## src/uart_cfd_pkg.sv

```systemverilog
// shared types, constants and keyword tables for the uart command frame decoder
// no dependencies; used by every module of the block by scoped names

package uart_cfd_pkg;

  // default frame capacity in characters
  localparam int FRAME_CAPACITY_DEF = 20;
  localparam int CNT_W_DEF          = $clog2(FRAME_CAPACITY_DEF + 1);

  // framing characters
  localparam logic [7:0] START_BYTE = 8'h2B;  // '+'
  localparam logic [7:0] STOP_BYTE  = 8'h3B;  // ';'

  // keyword storage
  localparam int KEEP_CHARS = 6;
  localparam int NUM_KW     = 8;

  // configuration register indexes
  localparam int          CFG_IDX_W       = 4;
  localparam logic [CFG_IDX_W-1:0] REG_SERVO_OPEN  = CFG_IDX_W'(0);
  localparam logic [CFG_IDX_W-1:0] REG_SERVO_CLOSE = CFG_IDX_W'(1);

  localparam logic [15:0] SERVO_OPEN_RST  = 16'd18000;
  localparam logic [15:0] SERVO_CLOSE_RST = 16'd19000;

  // command codes
  localparam logic [3:0] CMD_NONE   = 4'd0;
  localparam logic [3:0] CMD_LON    = 4'd1;
  localparam logic [3:0] CMD_LOFF   = 4'd2;
  localparam logic [3:0] CMD_WOPEN  = 4'd3;
  localparam logic [3:0] CMD_WCLOSE = 4'd4;
  localparam logic [3:0] CMD_FON    = 4'd5;
  localparam logic [3:0] CMD_FOFF   = 4'd6;
  localparam logic [3:0] CMD_HON    = 4'd7;
  localparam logic [3:0] CMD_HOFF   = 4'd8;

  // keyword text, in command code order; unused positions are never compared
  localparam logic [7:0] KW_CHAR [NUM_KW][KEEP_CHARS] = '{
    '{"L", "O", "N", 8'h00, 8'h00, 8'h00},
    '{"L", "O", "F", "F",   8'h00, 8'h00},
    '{"W", "O", "P", "E",   "N",   8'h00},
    '{"W", "C", "L", "O",   "S",   "E"  },
    '{"F", "O", "N", 8'h00, 8'h00, 8'h00},
    '{"F", "O", "F", "F",   8'h00, 8'h00},
    '{"H", "O", "N", 8'h00, 8'h00, 8'h00},
    '{"H", "O", "F", "F",   8'h00, 8'h00}
  };

  localparam logic [2:0] KW_LEN [NUM_KW] = '{
    3'd3, 3'd4, 3'd5, 3'd6, 3'd3, 3'd4, 3'd3, 3'd4
  };

  // one result item
  typedef struct packed {
    logic        light_on;
    logic        fan_on;
    logic        heater_on;
    logic [15:0] servo_compare;
    logic        frame_done;
    logic        frame_dropped;
    logic [3:0]  command_code;
  } result_t;

endpackage

```

## src/ucfd_kw_match.sv

```systemverilog
// keyword matcher: compares the stored frame characters against the keyword table
// depends on uart_cfd_pkg

module ucfd_kw_match #(
  parameter int CNT_W = uart_cfd_pkg::CNT_W_DEF
) (
  input  logic [CNT_W-1:0] char_count,
  input  logic [7:0]       kw_chars [uart_cfd_pkg::KEEP_CHARS],
  output logic [3:0]       match_code
);

  logic found;
  logic same;

  always_comb begin
    found      = 1'b0;
    same       = 1'b0;
    match_code = uart_cfd_pkg::CMD_NONE;
    for (int k = 0; k < uart_cfd_pkg::NUM_KW; k++) begin
      same = (char_count == CNT_W'(uart_cfd_pkg::KW_LEN[k]));
      for (int i = 0; i < uart_cfd_pkg::KEEP_CHARS; i++) begin
        // only positions inside this keyword's length count
        if ((3'(i) < uart_cfd_pkg::KW_LEN[k]) &&
            (kw_chars[i] != uart_cfd_pkg::KW_CHAR[k][i])) begin
          same = 1'b0;
        end
      end
      if (same && !found) begin
        found      = 1'b1;
        match_code = 4'(k + 1);
      end
    end
  end

endmodule

```

## src/ucfd_frame_ctrl.sv

```systemverilog
// frame tracking, keyword capture and actuator state for one byte per cycle while fire is high
// depends on uart_cfd_pkg and ucfd_kw_match

module ucfd_frame_ctrl #(
  parameter int FRAME_CAPACITY = uart_cfd_pkg::FRAME_CAPACITY_DEF
) (
  input  logic                  clk,
  input  logic                  rst_n,
  input  logic                  fire,
  input  logic [7:0]            rx_byte,
  input  logic [15:0]           servo_open,
  input  logic [15:0]           servo_close,
  output uart_cfd_pkg::result_t result
);

  localparam int CNT_W = $clog2(FRAME_CAPACITY + 1);

  logic             in_frame_r, in_frame_nxt;
  logic [CNT_W-1:0] count_r, count_nxt;
  logic             light_r, light_nxt;
  logic             fan_r, fan_nxt;
  logic             heater_r, heater_nxt;
  logic [15:0]      servo_r, servo_nxt;
  logic [7:0]       kw_chars_r [uart_cfd_pkg::KEEP_CHARS];

  logic       char_wr;
  logic       done;
  logic       dropped;
  logic [3:0] code;
  logic [3:0] match_code;

  ucfd_kw_match #(
    .CNT_W (CNT_W)
  ) u_kw_match (
    .char_count (count_r),
    .kw_chars   (kw_chars_r),
    .match_code (match_code)
  );

  always_comb begin
    in_frame_nxt = in_frame_r;
    count_nxt    = count_r;
    light_nxt    = light_r;
    fan_nxt      = fan_r;
    heater_nxt   = heater_r;
    servo_nxt    = servo_r;
    char_wr      = 1'b0;
    done         = 1'b0;
    dropped      = 1'b0;
    code         = uart_cfd_pkg::CMD_NONE;
    if (rx_byte != 8'h00) begin
      if (!in_frame_r) begin
        if (rx_byte == uart_cfd_pkg::START_BYTE) begin
          count_nxt    = '0;
          in_frame_nxt = 1'b1;
        end
      end else if (count_r >= CNT_W'(FRAME_CAPACITY)) begin
        // overlong frame, this byte is swallowed
        in_frame_nxt = 1'b0;
        dropped      = 1'b1;
      end else if (rx_byte == uart_cfd_pkg::STOP_BYTE) begin
        code         = match_code;
        done         = 1'b1;
        in_frame_nxt = 1'b0;
        unique case (match_code)
          uart_cfd_pkg::CMD_LON:    light_nxt  = 1'b1;
          uart_cfd_pkg::CMD_LOFF:   light_nxt  = 1'b0;
          uart_cfd_pkg::CMD_WOPEN:  servo_nxt  = servo_open;
          uart_cfd_pkg::CMD_WCLOSE: servo_nxt  = servo_close;
          uart_cfd_pkg::CMD_FON:    fan_nxt    = 1'b1;
          uart_cfd_pkg::CMD_FOFF:   fan_nxt    = 1'b0;
          uart_cfd_pkg::CMD_HON:    heater_nxt = 1'b1;
          uart_cfd_pkg::CMD_HOFF:   heater_nxt = 1'b0;
          default: ;
        endcase
      end else begin
        char_wr   = 1'b1;
        count_nxt = count_r + CNT_W'(1);
      end
    end
  end

  always_ff @(posedge clk) begin
    if (!rst_n) begin
      in_frame_r <= 1'b0;
      count_r    <= '0;
      light_r    <= 1'b0;
      fan_r      <= 1'b0;
      heater_r   <= 1'b0;
      servo_r    <= 16'd0;
    end else if (fire) begin
      in_frame_r <= in_frame_nxt;
      count_r    <= count_nxt;
      light_r    <= light_nxt;
      fan_r      <= fan_nxt;
      heater_r   <= heater_nxt;
      servo_r    <= servo_nxt;
    end
  end

  // only the first few characters of a frame are kept
  always_ff @(posedge clk) begin
    for (int i = 0; i < uart_cfd_pkg::KEEP_CHARS; i++) begin
      if (fire && char_wr && (count_r == CNT_W'(i))) begin
        kw_chars_r[i] <= rx_byte;
      end
    end
  end

  always_comb begin
    result.light_on      = light_nxt;
    result.fan_on        = fan_nxt;
    result.heater_on     = heater_nxt;
    result.servo_compare = servo_nxt;
    result.frame_done    = done;
    result.frame_dropped = dropped;
    result.command_code  = code;
  end

endmodule

```

## src/uart_command_frame_decoder_core.sv

```systemverilog
// top level of the uart command frame decoder: input register, config registers,
// frame logic and output register; depends on uart_cfd_pkg and ucfd_frame_ctrl
//
// a byte is held in the input register and its item in the output register on out_*
// throughput: one byte per cycle while out_ready is high; the input and output
// registers let a new byte enter while a finished item waits for out_ready
// reset (rst_n low, synchronous): pipeline empty, idle, actuators off, servo compare 0,
// servo open/close compare registers back to 18000/19000

module uart_command_frame_decoder_core #(
  parameter int FRAME_CAPACITY = uart_cfd_pkg::FRAME_CAPACITY_DEF
) (
  input  logic                               clk,
  input  logic                               rst_n,
  // byte input channel
  input  logic                               in_valid,
  output logic                               in_ready,
  input  logic [7:0]                         in_rx_byte,
  // result channel
  output logic                               out_valid,
  input  logic                               out_ready,
  output logic                               out_light_on,
  output logic                               out_fan_on,
  output logic                               out_heater_on,
  output logic [15:0]                        out_servo_compare,
  output logic                               out_frame_done,
  output logic                               out_frame_dropped,
  output logic [3:0]                         out_command_code,
  // configuration write channel
  input  logic                               cfg_valid,
  output logic                               cfg_ready,
  input  logic [uart_cfd_pkg::CFG_IDX_W-1:0] cfg_index,
  input  logic [15:0]                        cfg_wdata
);

  // input register stage
  logic       s1_valid_r;
  logic [7:0] s1_byte_r;

  // output register stage
  logic                  out_valid_r;
  uart_cfd_pkg::result_t out_item_r;

  // config registers
  logic [15:0] servo_open_r;
  logic [15:0] servo_close_r;

  uart_cfd_pkg::result_t result;
  logic                  fire;

  // the held byte is processed when the output slot is free or being emptied
  assign fire     = s1_valid_r && (!out_valid_r || out_ready);
  assign in_ready = !s1_valid_r || fire;

  always_ff @(posedge clk) begin
    if (!rst_n) begin
      s1_valid_r <= 1'b0;
    end else if (in_ready) begin
      s1_valid_r <= in_valid;
    end
  end

  always_ff @(posedge clk) begin
    if (in_valid && in_ready) begin
      s1_byte_r <= in_rx_byte;
    end
  end

  // config writes land at once; the user must send them only while the block is idle; the block does not check this
  assign cfg_ready = 1'b1;

  always_ff @(posedge clk) begin
    if (!rst_n) begin
      servo_open_r  <= uart_cfd_pkg::SERVO_OPEN_RST;
      servo_close_r <= uart_cfd_pkg::SERVO_CLOSE_RST;
    end else if (cfg_valid) begin
      unique case (cfg_index)
        uart_cfd_pkg::REG_SERVO_OPEN:  servo_open_r  <= cfg_wdata;
        uart_cfd_pkg::REG_SERVO_CLOSE: servo_close_r <= cfg_wdata;
        default: ;  // unknown index, write dropped
      endcase
    end
  end

  ucfd_frame_ctrl #(
    .FRAME_CAPACITY (FRAME_CAPACITY)
  ) u_frame_ctrl (
    .clk         (clk),
    .rst_n       (rst_n),
    .fire        (fire),
    .rx_byte     (s1_byte_r),
    .servo_open  (servo_open_r),
    .servo_close (servo_close_r),
    .result      (result)
  );

  // output register holds the item until it is taken
  always_ff @(posedge clk) begin
    if (!rst_n) begin
      out_valid_r <= 1'b0;
    end else if (fire) begin
      out_valid_r <= 1'b1;
    end else if (out_ready) begin
      out_valid_r <= 1'b0;
    end
  end

  always_ff @(posedge clk) begin
    if (fire) begin
      out_item_r <= result;
    end
  end

  assign out_valid         = out_valid_r;
  assign out_light_on      = out_item_r.light_on;
  assign out_fan_on        = out_item_r.fan_on;
  assign out_heater_on     = out_item_r.heater_on;
  assign out_servo_compare = out_item_r.servo_compare;
  assign out_frame_done    = out_item_r.frame_done;
  assign out_frame_dropped = out_item_r.frame_dropped;
  assign out_command_code  = out_item_r.command_code;

endmodule
```

## config.mk

```make
export PLATFORM = sky130hd
export DESIGN_NAME = uart_command_frame_decoder_core
export DESIGN_NICKNAME = d
export VERILOG_FILES = /design/src/uart_cfd_pkg.sv /design/src/ucfd_kw_match.sv /design/src/ucfd_frame_ctrl.sv /design/src/uart_command_frame_decoder_core.sv
export SDC_FILE = /design/constraint.sdc
export NUM_CORES = 1
export LEC_CHECK = 0
export BUFFER_PORTS_ARGS = -buffer_cell sky130_fd_sc_hd__buf_2
export CAP_MARGIN = 20
export CORE_ASPECT_RATIO = 1.25
export CORE_UTILIZATION = 50
export CTS_CLUSTER_DIAMETER = 100
export DETAILED_ROUTE_END_ITERATION = 10
export PLACE_DENSITY = 0.72
export SKIP_CTS_REPAIR_TIMING = 1
export SYNTH_ARGS = -nofsm -noshare
export SYNTH_HDL_FRONTEND = slang
export SYNTH_HIERARCHICAL = 1
export SYNTH_SLANG_ARGS = --single-unit
```

## constraint.sdc

```tcl
create_clock -name clk -period 4.95 [get_ports clk]
set_input_delay 0.7425 -clock clk [delete_from_list [all_inputs] [get_ports clk]]
set_output_delay 0.7425 -clock clk [all_outputs]
set_load 0.02 [all_outputs]
```

# After elaboration in Yosys (flattened, before gate mapping)
# Index checks and enable logic that the tools add are counted.
# word_totals
ramBits	0
in_bits	33
mem_count	0
elab_cells	184
rom_bits	0
latchBits	0
regBits	140
# op_classes
n_reduce_logical	39
mux	81
mul	0
div	0
shift	0
n_bitwise	3
add_sub_neg	1
magnitude_cmp	1
n_eq_ne	35
# op_table
op	n
8-bit by 7-bit != test with 1-bit output (second input constant)	16
16-bit two-way mux	4
1-bit two-way mux	62
16-bit case mux with 2 select lines	1
4-bit two-way mux	6
5-bit two-way mux	4
4-bit by 3-bit equality test with 1-bit output (second input constant)	4
8-bit by 6-bit equality test with 1-bit output (second input constant)	2
1-bit logical AND	16
5-bit by 3-bit equality test with 1-bit output (second input constant)	3
5-bit by 2-bit equality test with 1-bit output (second input constant)	2
1-bit zero test	9
4-bit by 1-bit equality test with 1-bit output (second input constant)	2
4-bit by 2-bit equality test with 1-bit output (second input constant)	2
2-bit AND reduction	4
8-bit nonzero test	1
1-bit case mux with 2 select lines	3
5-bit by 1-bit adder with 5-bit output (second input constant)	1
5-bit by 1-bit equality test with 1-bit output (second input constant)	1
5-bit >= comparator (second input constant)	1
5-bit zero test	1
5-bit AND reduction	1
4-bit equality test (second input constant)	1
4-bit zero test	1
7 further kinds	12

# Longest topological paths before layout
# logic_depth
depth_word	32
depth_mapped	13

# Cells and area by module
# Netlist, hierarchy kept.
# modules_own_cells
module	cells_each	area_each_um2	instances
ucfd_frame_ctrl	230	3095.5	1
uart_command_frame_decoder_core	179	2394.8	1
ucfd_kw_match	52	362.8	1

# Least setup slack after synthesis
# No wires, ideal clock.
# synth_timing
kind	input-to-reg
from	input out_ready
to	register u_frame_ctrl/kw_chars_r[0] (netlist bit) (enable)
path_slack_ns	1.446
n_path_buf	0
stages	5
t_arrival_ns	3.173
cell_sequence	nor2b_1 -> nor2b_1 -> inv_1 -> a211oi_1 -> and4_1
# synth_via
elab_chain_cells	4
# synth_lines
element	line	text
start: declaration	uart_command_frame_decoder_core.sv:21	input logic out_ready,
1-bit logical OR	uart_command_frame_decoder_core.sv:52	assign fire = s1_valid_r && (!out_valid_r || out_ready);
1-bit logical AND	uart_command_frame_decoder_core.sv:52	
via fire	uart_command_frame_decoder_core.sv:49	logic fire;
1-bit logical AND (2 in a row)	ucfd_frame_ctrl.sv:104	if (fire && char_wr && (count_r == CNT_W'(i))) begin
end signal: indexed assignment	ucfd_frame_ctrl.sv:105	kw_chars_r[i] <= rx_byte;
end: declaration	ucfd_frame_ctrl.sv:24	logic [7:0] kw_chars_r [uart_cfd_pkg::KEEP_CHARS];
# The timed path passes the listed nets, and every way through them passes these cells.
# A chain may end at the register's enable or synchronous reset.

==> out/metrics.cfg <==
[yosys]
synth_area_um2 = 5853
syn-instance-count = 461
ys_seq_area_frac = 0.6174
yosys_most_used_dff = edfxtp_1
ys_warn_count = 6
synth_area_per_cell_um2 = 12.70
synth_nets = 498
ys_types = 65
synth_seq_cells = 140
synth-async-reset-ratio = 0
synth_edf_count = 81

[sta]
worst_pin_slew_ns = 0.9981
setup_ws_ns = 1.514
slew_headroom = 0.3310
max_clock_freq_mhz = 291.1
whs_ns = 0.4613
finalMaxSlewViolations = 0
finalSetupViolations = 0
hold_violations = 0
min_period_over_period = 0.6941
setup_tns_ns = 0
rsz0062_at_grt = no
clock-skew-final_ns = 0.008066
min_period_ns = 3.436

[worst_setup_path]
crit_family = simple AND/OR/NAND/NOR gates
end_kind = flop
required_ns = 5.12
crit_path_max_incr_delay_ns = 0.55
start_kind = flop
crit_fanout = 17
crit_path_frequent_cell = buf_4
crit_slowest_cell = dfxtp_1
crit_arrival_ns = 3.61
worst-setup-path-type = flop to flop
critical_path.cell_chain = nand4bb_1 > or4_1 > nor3_1 > a21oi_1 > o21ai_0 > buf_4 > nor3b_4 > buf_4 > nor2_1 > or4_4 > a22o_1
crit_buf_inv = 2

[grt]
grt_pass1_wl_um = 19090
grt_usage = 0.2100
grt_pass1_vias = 3859
antenna_found_initial = 0
grt_max_degree = 63
grt_overflow = 0

[clocking]
cts_max_level = 4
clk_pin_slew_ns = 0.06
cts_tree = yes
clk_latency_ns = 0.42
cts_num_sinks = 140
clock-root-buffer = clkbuf_16
cts_buffers = 17
clockBufferDepth = 2

[power]
power_density_nw_per_um2 = 369.8
power_leakage_nw = 2.452
ir_worst_vdd_mv = 0.2331

[floorplan]
core_area_um2 = 11240
std_cell_rows = 43
start_util = 0.5205
dieArea_um2 = 12150
ios = 61
die_h_um = 123.0
die_w_um = 98.77

[placement]
gp_congestion = 0.8800
dp_slack_ns = 1.574
port_buffers = 59
dp_hpwl_um = 7897
place_area_um2 = 6195

[cells_and_area]
antenna_cells = 0
final_area_um2 = 6755
layout-area-overhead-vs-synth_pct = 15.41
nNetsFinal = 557
n_fill_cell = 890
drive_gt1_frac = 0.2251

[routing]
drtIter0Drc = 250
vias = 3921
viasPerCell = 5.870
firstDrtPassIters = 7
drt-total-wl_um = 11810
wl_per_cell_um = 17.69
ant_nets = 0
drc = 0

[job]
cap_violations = 0

[outcome]
status = finished clean

[min_path]
hold_path.class = flop to flop

[tightest hold or removal path, delay by kind of cell (launching register included)]
kind	cells	cell delay, ns
DFF	1	0.31
muxes	1	0.05
and+or+nand+nor	1	0.05
[per-layer routing]
layer	GRT usage	share of wire	vias to the layer above	routed length, um
li1	-	-	1860	-
met1	0.2335	0.39	1914	4619
met2	0.3728	0.54	130	6353
met3	0.06840	0.056	17	659
met4	0.08396	0.015	0	182
met5	0	0	-	0
[sequential cells by signal (all words and copies together) (netlist names), 4 cells and up]
register,flops
servo_open_r,16
u_frame_ctrl/count_r,5
servo_close_r,16
u_frame_ctrl/kw_chars_r,48
out_command_code,4
s1_byte_r,8
out_servo_compare,16
u_frame_ctrl/servo_r,16
[power by group]
| part | internal (mW) | switching, mW |
|---|---|---|
| combinational | 0.0254 | 0.0473 |
| sequential | 1.25 | 0.0158 |
| clock | 0.662 | 0.501 |
[through the flow]
| step | instances | total power [mW] | utilization |
|---|---|---|---|
| final | 668 | 2.498 | 0.6008 |
| after CTS | 667 | 2.521 | 0.5998 |
| after detailed placement | 635 | 1.360 | 0.5509 |
| after global placement | 635 | 1.358 | 0.5509 |
| after floorplan | 461 | 1.325 | - |
| after global routing | 668 | 2.576 | 0.6008 |
[cell families (layout without fill, tap and decap cells)]
family | count (synthesis) | after routing | synth area share
compound gates | 93 | 93 | 0.1257
other cells | 1 | 1 | 0.0006407
mux | 24 | 24 | 0.04104
buf+inv | 40 | 112 | 0.03869
simple gates | 159 | 159 | 0.1680
flops | 140 | 140 | 0.6174
fa+ha+maj | 4 | 4 | 0.008551
[Yosys cell counts (2+ instances only)]
| cell | number | share of area |
|---|---|---|
| dfxtp_1 | 59 | 0.20 |
| nor4bb_1 | 3 | 0.0051 |
| nand4bb_1 | 2 | 0.0038 |
| or4_1 | 2 | 0.0026 |
| nand4_1 | 3 | 0.0032 |
| nand4b_1 | 3 | 0.0045 |
| nor3_1 | 7 | 0.0060 |
| clkbuf_1 | 8 | 0.0051 |
| a22o_1 | 49 | 0.073 |
| nand3_1 | 14 | 0.012 |
| nor3_2 | 4 | 0.0068 |
| nor2_1 | 11 | 0.0071 |
| buf_6 | 3 | 0.0058 |
| o41a_1 | 2 | 0.0038 |
| and4_1 | 3 | 0.0045 |
| nor4_1 | 2 | 0.0021 |
| nand3b_1 | 4 | 0.0051 |
| nor2b_1 | 10 | 0.011 |
| mux2i_1 | 24 | 0.041 |
| and2_1 | 9 | 0.0096 |
| a21o_1 | 2 | 0.0026 |
| o21ai_0 | 5 | 0.0043 |
| or3_1 | 3 | 0.0032 |
| inv_1 | 12 | 0.0077 |
| a21oi_1 | 15 | 0.013 |
| buf_2 | 6 | 0.0051 |
| ha_1 | 4 | 0.0086 |
| or4b_2 | 2 | 0.0034 |
| a211oi_1 | 3 | 0.0038 |
| buf_4 | 8 | 0.010 |
| nor4b_1 | 6 | 0.0090 |
| nand2b_1 | 7 | 0.0075 |
| o211ai_1 | 5 | 0.0064 |
| edfxtp_1 | 81 | 0.42 |
| nand2_1 | 50 | 0.032 |
[area by class of cell]
| type | count | area (um^2) | area share |
|---|---|---|---|
| flip-flops and latches | 140 | 3613 | 0.5349 |
| multi-input cells | 281 | 2016 | 0.2984 |
| clock buffers | 18 | 439.2 | 0.06501 |
| repair buffers | 67 | 359.1 | 0.05316 |
| well taps | 135 | 168.9 | 0.02500 |
| clock inverters | 14 | 110.1 | 0.01630 |
| inverters | 13 | 48.80 | 0.007224 |
[path summary, 6_finish.rpt]
check	end	startpoint	slack, ns	cells past startpoint
worst max-delay path	out_servo_compare[11]$_DFFE_PP_	u_frame_ctrl/count_r[0]$_SDFFE_PN0P_	1.51	11
worst min-delay path	servo_close_r[1]$_SDFFE_PN0P_	servo_close_r[1]$_SDFFE_PN0P_	0.46	2
worst max register to register	out_servo_compare[11]$_DFFE_PP_	u_frame_ctrl/count_r[0]$_SDFFE_PN0P_	1.51	11
worst min register to register	servo_close_r[1]$_SDFFE_PN0P_	servo_close_r[1]$_SDFFE_PN0P_	0.46	2
[layout by cell type (no fill, tap or decap), drive strengths merged, types with 4 or more instances in the layout]
cell type / synthesis / layout
a21oi: 15 / 15
a22o: 49 / 49
and2: 9 / 9
buf: 19 / 67
clkbuf: 8 / 18
clkinv: 0 / 5
dfxtp: 59 / 59
edfxtp: 81 / 81
ha: 4 / 4
inv: 13 / 19
mux2i: 24 / 24
nand2: 51 / 51
nand2b: 8 / 8
nand3: 14 / 14
nand3b: 4 / 4
nand4: 4 / 4
nor2: 12 / 12
nor2b: 10 / 10
nor3: 11 / 11
nor4b: 8 / 8
o211ai: 5 / 5
o21ai: 6 / 6
or3: 4 / 4
Note: power is estimated with default switching activity, not from simulation.
